<file path="src/rtl/float32_add_sub_mul_div_unit_assert.svh">
// assertion macros for the float32 arithmetic unit
`ifndef FLOAT32_ADD_SUB_MUL_DIV_UNIT_ASSERT_SVH
`define FLOAT32_ADD_SUB_MUL_DIV_UNIT_ASSERT_SVH
`define F32U_ASSERT_IMPL(lbl, ante, cons) \
   lbl: assert property (@(posedge clock) disable iff (reset) (ante) |-> (cons)) \
      else $error("assertion failed");
`define F32U_ASSERT_NEXT(lbl, ante, cons) \
   lbl: assert property (@(posedge clock) disable iff (reset) (ante) |=> (cons)) \
      else $error("assertion failed");
`endif

</file>
<file path="src/rtl/f32u_pkg.sv">
// package for the float32 arithmetic unit
`default_nettype none
package f32u_pkg;
   localparam int DivStepsDefault = 47;
   localparam logic [1:0] MODE_ADD = 2'd0;
   localparam logic [1:0] MODE_SUB = 2'd1;
   localparam logic [1:0] MODE_MUL = 2'd2;
   localparam logic [1:0] MODE_DIV = 2'd3;
   typedef struct packed {
      logic load;
      logic step;
      logic finish;
   } cmd_type;
   typedef struct packed {
      logic mul_done;
      logic norm_done;
      logic div_done;
      logic [1:0] mode;
   } stat_type;
endpackage
`default_nettype wire

</file>
<file path="src/rtl/f32u_datapath.sv">
// datapath: unpack, align, add, multiply, normalize and divide iterations
`default_nettype none
module f32u_datapath
   import f32u_pkg::*;
#(
   parameter int DIV_STEPS = DivStepsDefault
) (
   input  wire logic        clock,
   input  wire logic        reset,
   input  wire cmd_type     cmd,
   output stat_type         stat,
   input  wire logic [31:0] a,
   input  wire logic [31:0] b,
   input  wire logic [1:0]  mode,
   output logic [31:0]      result
);
   localparam int CW = $clog2(DIV_STEPS + 1);
   logic [1:0]  mode_ff, mode_in;
   logic        s_ff, s_in;
   logic [7:0]  ea_ff, ea_in, eb_ff, eb_in;
   logic [9:0]  e_ff, e_in;
   logic [24:0] v_ff, v_in;
   logic [23:0] mb_ff, mb_in;
   logic [31:0] rem_ff, rem_in;
   logic        zero_ff, zero_in, big_ff, big_in;
   logic [CW-1:0] cnt_ff, cnt_in;
   logic [2:0]  ph_ff, ph_in;
   logic [47:0] p_ff, p_in;
   logic [31:0] res_ff, res_in;
   logic        sa, sb, sbe, swap, sub;
   logic [7:0]  ea, eb, gx, sx, d;
   logic [23:0] ma, mb, gm, sm, sh;
   logic [31:0] t, dd;
   logic [8:0]  sum;
   logic        i;

   always_comb begin
      sa = a[31]; ea = a[30:23]; ma = {1'b1, a[22:0]};
      sb = b[31]; eb = b[30:23]; mb = {1'b1, b[22:0]};
      sbe = (mode == MODE_SUB) ? ~sb : sb;
      swap = {ea, ma} < {eb, mb};
      gx = swap ? eb : ea; gm = swap ? mb : ma;
      sx = swap ? ea : eb; sm = swap ? ma : mb;
      d = gx - sx;
      sh = sm >> d[4:0];
      sub = sa != sbe;
      mode_in = mode_ff; s_in = s_ff; ea_in = ea_ff; eb_in = eb_ff; e_in = e_ff;
      v_in = v_ff; mb_in = mb_ff; rem_in = rem_ff; zero_in = zero_ff; big_in = big_ff;
      cnt_in = cnt_ff; ph_in = ph_ff; p_in = p_ff; res_in = res_ff;
      t = {rem_ff[30:0], v_ff[23]};
      dd = t - {8'd0, mb_ff};
      sum = {1'b0, ea_ff} + {1'b0, eb_ff};
      i = p_ff[47];
      if (cmd.load) begin
         mode_in = mode; cnt_in = '0; ph_in = '0; rem_in = '0;
         ea_in = ea; eb_in = eb; mb_in = mb;
         zero_in = 1'b0; big_in = d >= 8'd24;
         if (mode == MODE_DIV || mode == MODE_MUL) begin
            s_in = sa ^ sb; v_in = {1'b0, ma};
            zero_in = (ea == 0 && a[22:0] == 0) || (eb == 0 && b[22:0] == 0);
         end else begin
            s_in = swap ? sbe : sa; e_in = {2'b0, gx};
            if (big_in) v_in = {1'b0, gm};
            else if (sub) v_in = {1'b0, gm} - {1'b0, sh};
            else v_in = {1'b0, gm} + {1'b0, sh};
            mode_in = sub ? MODE_SUB : MODE_ADD;
            zero_in = sub && !big_in && gm == sh;
         end
      end else if (cmd.step) begin
         unique case (mode_ff)
            MODE_ADD: if (!big_ff && v_ff[24]) begin
               v_in = v_ff >> 1; e_in = {2'b0, e_ff[7:0] + 8'd1};
            end
            MODE_SUB: if (!big_ff && !zero_ff && !v_ff[23] && e_ff != 0) begin
               v_in = v_ff << 1; e_in = e_ff - 10'd1;
            end
            MODE_MUL: begin
               ph_in = ph_ff + 3'd1;
               if (ph_ff == 0) p_in = v_ff[23:0] * mb_ff;
            end
            MODE_DIV: begin
               v_in = {1'b0, v_ff[22:0], ~dd[31]};
               rem_in = dd[31] ? t : dd;
               cnt_in = cnt_ff + 1'b1;
            end
            default: ;
         endcase
      end else if (cmd.finish) begin
         unique case (mode_ff)
            MODE_ADD, MODE_SUB: res_in = zero_ff ? 32'd0 :
               {s_ff, e_ff[7:0], v_ff[22:0]};
            MODE_MUL:
               if (zero_ff) res_in = 32'd0;
               else if (sum > 9'h07E && sum < 9'h17F)
                  res_in = {s_ff, 8'(sum - 9'd127 + {8'd0, i}),
                            (i ? p_ff[46:24] : p_ff[45:23])};
               else res_in = {s_ff, 31'h7FFFFFFF};
            default:
               if (v_ff[23]) res_in = {s_ff, 8'(ea_ff + 8'd127 - eb_ff), v_ff[22:0]};
               else res_in = {s_ff, 8'(ea_ff + 8'd126 - eb_ff), v_ff[21:0], 1'b0};
         endcase
      end
   end

   always_ff @(posedge clock) begin
      mode_ff <= mode_in; s_ff <= s_in; ea_ff <= ea_in; eb_ff <= eb_in; e_ff <= e_in;
      v_ff <= v_in; mb_ff <= mb_in; rem_ff <= rem_in; zero_ff <= zero_in;
      big_ff <= big_in; cnt_ff <= cnt_in; ph_ff <= ph_in; p_ff <= p_in; res_ff <= res_in;
   end

   assign stat.mode = mode_ff;
   assign stat.mul_done = ph_ff != 0;
   assign stat.norm_done = big_ff || zero_ff || (mode_ff == MODE_ADD) ||
                           v_ff[23] || e_ff == 0;
   assign stat.div_done = cnt_ff == CW'(DIV_STEPS);
   assign result = res_ff;
   logic unused;
   assign unused = reset;
endmodule
`default_nettype wire

</file>
<file path="src/rtl/f32u_control.sv">
// controller state machine for the float32 arithmetic unit
`default_nettype none
module f32u_control
   import f32u_pkg::*;
(
   input  wire logic     clock,
   input  wire logic     reset,
   input  wire logic     req_valid,
   output logic          req_ready,
   output logic          rsp_valid,
   input  wire logic     rsp_ready,
   output cmd_type       cmd,
   input  wire stat_type stat
);
`include "float32_add_sub_mul_div_unit_assert.svh"
   typedef enum logic [3:0] {
      ST_IDLE = 4'b0001, ST_RUN = 4'b0010, ST_FIN = 4'b0100, ST_OUT = 4'b1000
   } state_type;
   state_type state_ff, state_in;
   logic done;
   always_comb begin
      case (stat.mode)
         MODE_ADD: done = 1'b0;
         MODE_SUB: done = stat.norm_done;
         MODE_MUL: done = stat.mul_done;
         default:  done = stat.div_done;
      endcase
   end
   always_comb begin
      state_in = state_ff;
      cmd = '0;
      unique case (state_ff)
         ST_IDLE: if (req_valid) begin cmd.load = 1'b1; state_in = ST_RUN; end
         ST_RUN: begin
            cmd.step = !done;
            if (done || stat.mode == MODE_ADD) state_in = ST_FIN;
         end
         ST_FIN: begin cmd.finish = 1'b1; state_in = ST_OUT; end
         ST_OUT: if (rsp_ready) state_in = ST_IDLE;
         default: state_in = ST_IDLE;
      endcase
   end
   always_ff @(posedge clock) begin
      if (reset) state_ff <= ST_IDLE;
      else state_ff <= state_in;
   end
   assign req_ready = state_ff == ST_IDLE;
   assign rsp_valid = state_ff == ST_OUT;
   `F32U_ASSERT_IMPL(a_excl, req_ready, !rsp_valid)
   `F32U_ASSERT_NEXT(a_load, req_valid && req_ready, state_ff == ST_RUN)
   `F32U_ASSERT_NEXT(a_fin, state_ff == ST_FIN, rsp_valid)
endmodule
`default_nettype wire

</file>
<file path="src/rtl/float32_add_sub_mul_div_unit.sv">
// top level of the float32 add, subtract, multiply and divide unit
//   channel | ports               | direction
//   req     | operand_a/b, mode   | in
//   rsp     | result              | out
// one item at a time; add and subtract normalize by shifts, divide runs DIV_STEPS
// iterations (one quotient bit per cycle in the divider loop)
// synchronous reset returns the controller to idle; result held until taken
`default_nettype none
module float32_add_sub_mul_div_unit
   import f32u_pkg::*;
#(
   parameter int DIV_STEPS = DivStepsDefault
) (
   input  wire logic        clock,
   input  wire logic        reset,
   input  wire logic        req_valid,
   output logic             req_ready,
   input  wire logic [31:0] req_operand_a,
   input  wire logic [31:0] req_operand_b,
   input  wire logic [1:0]  req_mode,
   output logic             rsp_valid,
   input  wire logic        rsp_ready,
   output logic [31:0]      rsp_result
);
   cmd_type  cmd;
   stat_type stat;
   f32u_control u_ctl (.clock, .reset, .req_valid, .req_ready, .rsp_valid,
      .rsp_ready, .cmd, .stat);
   f32u_datapath #(.DIV_STEPS(DIV_STEPS)) u_dp (.clock, .reset, .cmd, .stat,
      .a(req_operand_a), .b(req_operand_b), .mode(req_mode), .result(rsp_result));
endmodule
`default_nettype wire

</file>
<file path="config.mk">
export PLATFORM = sky130hd
export DESIGN_NAME = float32_add_sub_mul_div_unit
export DESIGN_NICKNAME = d
export VERILOG_FILES = /design/src/rtl/f32u_pkg.sv /design/src/rtl/f32u_datapath.sv /design/src/rtl/f32u_control.sv /design/src/rtl/float32_add_sub_mul_div_unit.sv
export VERILOG_INCLUDE_DIRS = /design/src /design/src/rtl
export SDC_FILE = /design/constraint.sdc
export NUM_CORES = 2
export LEC_CHECK = 0
export ABC_AREA = 1
export CORE_ASPECT_RATIO = 0.9
export CORE_MARGIN = 1
export CORE_UTILIZATION = 35
export DETAILED_ROUTE_END_ITERATION = 7
export DONT_BUFFER_PORTS = 1
export MAX_ROUTING_LAYER = met4
export REMOVE_ABC_BUFFERS = 1
export SLEW_MARGIN = 20
export SYNTH_ARGS = -nofsm -noshare
export SYNTH_HDL_FRONTEND = slang
export SYNTH_HIERARCHICAL = 1
export SYNTH_SLANG_ARGS = --single-unit
</file>
<file path="constraint.sdc">
create_clock -name clock -period 17.4 [get_ports clock]
set_input_delay 2.61 -clock clock [delete_from_list [all_inputs] [get_ports clock]]
set_output_delay 2.61 -clock clock [all_outputs]
set_load 0.02 [all_outputs]
</file>
==> results.json <==
{
  "hold_path_class": "flip-flop to flip-flop",
  "drive_gt1_frac": 0.0323,
  "ctsResizeCount": 0,
  "arrival_ns": 9.25,
  "holdPathStages": 2,
  "crit_type": "input port to flip-flop",
  "io_pins": 104,
  "synth.largest_area_cell": "fa_1",
  "drv_slew": 0,
  "ff2ff_setup_slack_ns": 10.02,
  "synth_cell_types": 58,
  "worst-path-max-fanout": 94,
  "synth_top_area_frac": 0.274,
  "worstMarginPinSlew_ns": 0.983,
  "cts_made_buffers": 17,
  "place_congestion": 0.969,
  "syn_area_sq_mm": 0.0355,
  "nets": 5597,
  "fillCellCount": 10600,
  "rsz0062_at_grt": "no",
  "async_reset_ff_frac": 0,
  "dr.pass1.iters": 6,
  "fin_crit_ns": 9.00,
  "crit_path_top_delay_cell": "buf_4",
  "die_w_um": 338,
  "grt_max_degree": 95,
  "grt_pass1_wl_um": 180000,
  "slew_headroom": 0.341,
  "hold_viol_final": 0,
  "syn_avg_cell_area_sq_um": 7.30,
  "regArea_sq_mm": 0.00496,
  "grt_use_total": 0.236,
  "hp-start": "u_dp/cnt_ff[5]",
  "cpMostUsedCell": "nand2_1",
  "ys_top_cells_by_area": "fa_1 (27%), inv_1 (13%), nand2_1 (12%)",
  "start_util": 0.354,
  "first_global_vias": 30500,
  "finClkSkew_ns": 0.0181,
  "synth_seq_cells": 180,
  "min_period_over_period": 0.517,
  "wl_um": 116000,
  "htreeDepth": 4,
  "final_area_sq_mm": 0.0374,
  "rows": 110,
  "status": "finished clean",
  "max_freq_ghz": 0.111,
  "post-route-util": 0.373,
  "multiInputGateArea_sq_mm": 0.0251,
  "setup_viol": 0,
  "final_common_cell": "inv_1",
  "reg2reg_from": "u_dp/mb_ff[9]",
  "setup-tns-final_ns": 0,
  "grt-busiest-layer": "met2",
  "hold_buffers": 0,
  "synth-warning-count": 6,
  "clk_path_buf_depth": 2,
  "cpPeakStageDelay_ns": 0.72,
  "core_sq_mm": 0.100,
  "dieArea_sq_mm": 0.103,
  "crit_path_start_kind": "input port",
  "synth_edf_count": 136,
  "critPathRequiredTime_ns": 17.65,
  "place_area_sq_mm": 0.0369,
  "critPathTopFamily": "simple AND/OR/NAND/NOR gates",
  "ff2ff_path_depth": 24,
  "root_buffer": "clkbuf_16",
  "min_to": "u_dp/cnt_ff[5]",
  "clk-insertion-delay-late_ns": 0.50,
  "synth_flop_cell": "edfxtp_1",
  "hpwl_um": 87600,
  "mostFrequentLayoutCells": "inv_1 (1,204), nand2_1 (1,155), fa_1 (487)",
  "area_growth_pct": 5.38,
  "grt_use_met2": 0.362,
  "portBuffers": 0,
  "worst-path-buf-inv": 7,
  "syn_inst": 4865,
  "cp-end-kind": "flip-flop",
  "antenna_found_initial": 0,
  "maxCapViolCount": 0,
  "grt_use_met1": 0.318,
  "dr.first_iter.drc_count": 2773,
  "die_height_um": 304,
  "holdWs_ns": 0.490,
  "drc": 0,
  "ant_nets": 0,
  "gr-total-overflow": 0,
  "viasPerCell": 5.08,
  "num_vias": 30900,
  "ys_seq_area_frac": 0.140,
  "clk_pin_slew_ns": 0.08,
  "met3_usage": 0.0454,
  "avgRoutedWirePerCell_um": 19.0,
  "r2r_end": "u_dp/p_ff[44]",
  "cts_setup_buffers": 0,
  "cts_tree": "built",
  "cts.sinks": 180,
  "antenna_cells": 0
}
-- per-stage QoR --
| stage | setup WS [ns] | instances |
|---|---|---|
| 2_1_floorplan | 8.90 | 4641 |
| 3_3_place_gp | 8.22 | 6051 |
| 3_5_place_dp | 8.03 | 6051 |
| 4_1_cts | 8.55 | 6083 |
| 5_1_grt | 7.77 | 6084 |
| 6_report | 8.40 | 6084 |
-- worst max path at each step --
stage	to	slack, ns	from	cells after the start
after floorplan	u_dp/v_ff[18]	8.90	req_operand_b[29]	37
after global placement	u_dp/v_ff[18]	8.22	req_operand_b[23]	36
after detailed placement	u_dp/v_ff[18]	8.03	req_operand_b[23]	36
after CTS	u_dp/v_ff[18]	8.55	req_operand_b[23]	36
after global routing	u_dp/v_ff[18]	7.77	req_operand_b[5]	39
final	u_dp/v_ff[18]	8.40	req_operand_b[23]	36
-- worst reg2reg max path: stages, from the launching register on --
cell and delay (ns):
edfxtp_1 0.35, buf_4 0.42, nand2_1 0.23, fa_1 0.54
fa_1 0.55, inv_1 0.05, fa_1 0.50, inv_1 0.06
fa_1 0.54, inv_1 0.05, fa_1 0.48, fa_1 0.50
inv_1 0.05, fa_1 0.49, inv_1 0.05, ha_1 0.31
a21oi_1 0.19, o21ai_0 0.11, a211oi_1 0.22, o211ai_1 0.20
a21oi_1 0.55, o21ai_0 0.33, nand3_1 0.16, nand2_1 0.07
xor2_1 0.15
-- cells in the mapped netlist (all sizes together) (33+ instances only) --
| cell type | n |
|---|---|
| xor2 | 72 |
| a21oi | 250 |
| ha | 313 |
| fa | 487 |
| nand3 | 128 |
| nand2 | 1164 |
| edfxtp | 136 |
| nor2 | 272 |
| dfxtp | 44 |
| inv | 1220 |
| o21ai | 264 |
| clkbuf | 194 |
| nor3 | 38 |
| o211ai | 33 |
-- area by class of cell --
| type | count | share of cell area |
|---|---|---|
| Sequential cell | 180 | 0.133 |
| Multi-Input combinational cell | 3238 | 0.671 |
| Clock inverter | 14 | 0.00368 |
| Inverter | 1223 | 0.123 |
| Timing Repair Buffer | 67 | 0.0138 |
| Tap cell | 1344 | 0.0449 |
| Clock buffer | 18 | 0.0115 |
-- layer usage --
| metal | up-vias | part of all wire |
|---|---|---|
| met5 | - | 0 |
| met4 | 0 | 0.023 |
| met3 | 155 | 0.085 |
| met2 | 1177 | 0.45 |
| met1 | 15100 | 0.44 |
| li1 | 14500 | - |
-- state kept, by name (all words and copies together), names as in the netlist --
register,flops
u_dp/v_ff,25
u_dp/mb_ff,23
u_dp/rem_ff,31
u_dp/e_ff,10
u_dp/mode_ff,2
u_dp/p_ff,25
u_ctl/state_ff,4
u_dp/eb_ff,8
u_dp/ea_ff,8
u_dp/big_ff,1
u_dp/ph_ff,3
u_dp/zero_ff,1
u_dp/result,32
u_dp/cnt_ff,6
u_dp/s_ff,1
-- logic make-up (layout without fill, tap and decap cells) --
| kind of cell | count (synthesis) | in the layout | synth area share |
|---|---|---|---|
| buffers and inverters | 1447 | 1322 | 0.154 |
| and+or+nand+nor | 1676 | 1676 | 0.192 |
| AOI/OAI and AO/OA | 655 | 655 | 0.103 |
| adders and majority gates | 800 | 800 | 0.385 |
| muxes | 5 | 5 | 0.00141 |
| DFF | 180 | 180 | 0.140 |
| xor gates and xnor gates | 102 | 102 | 0.0251 |
Power is left out: the tool's default activity adds up to more than one toggle a clock period on the data nets, which glitch-free logic cannot reach.
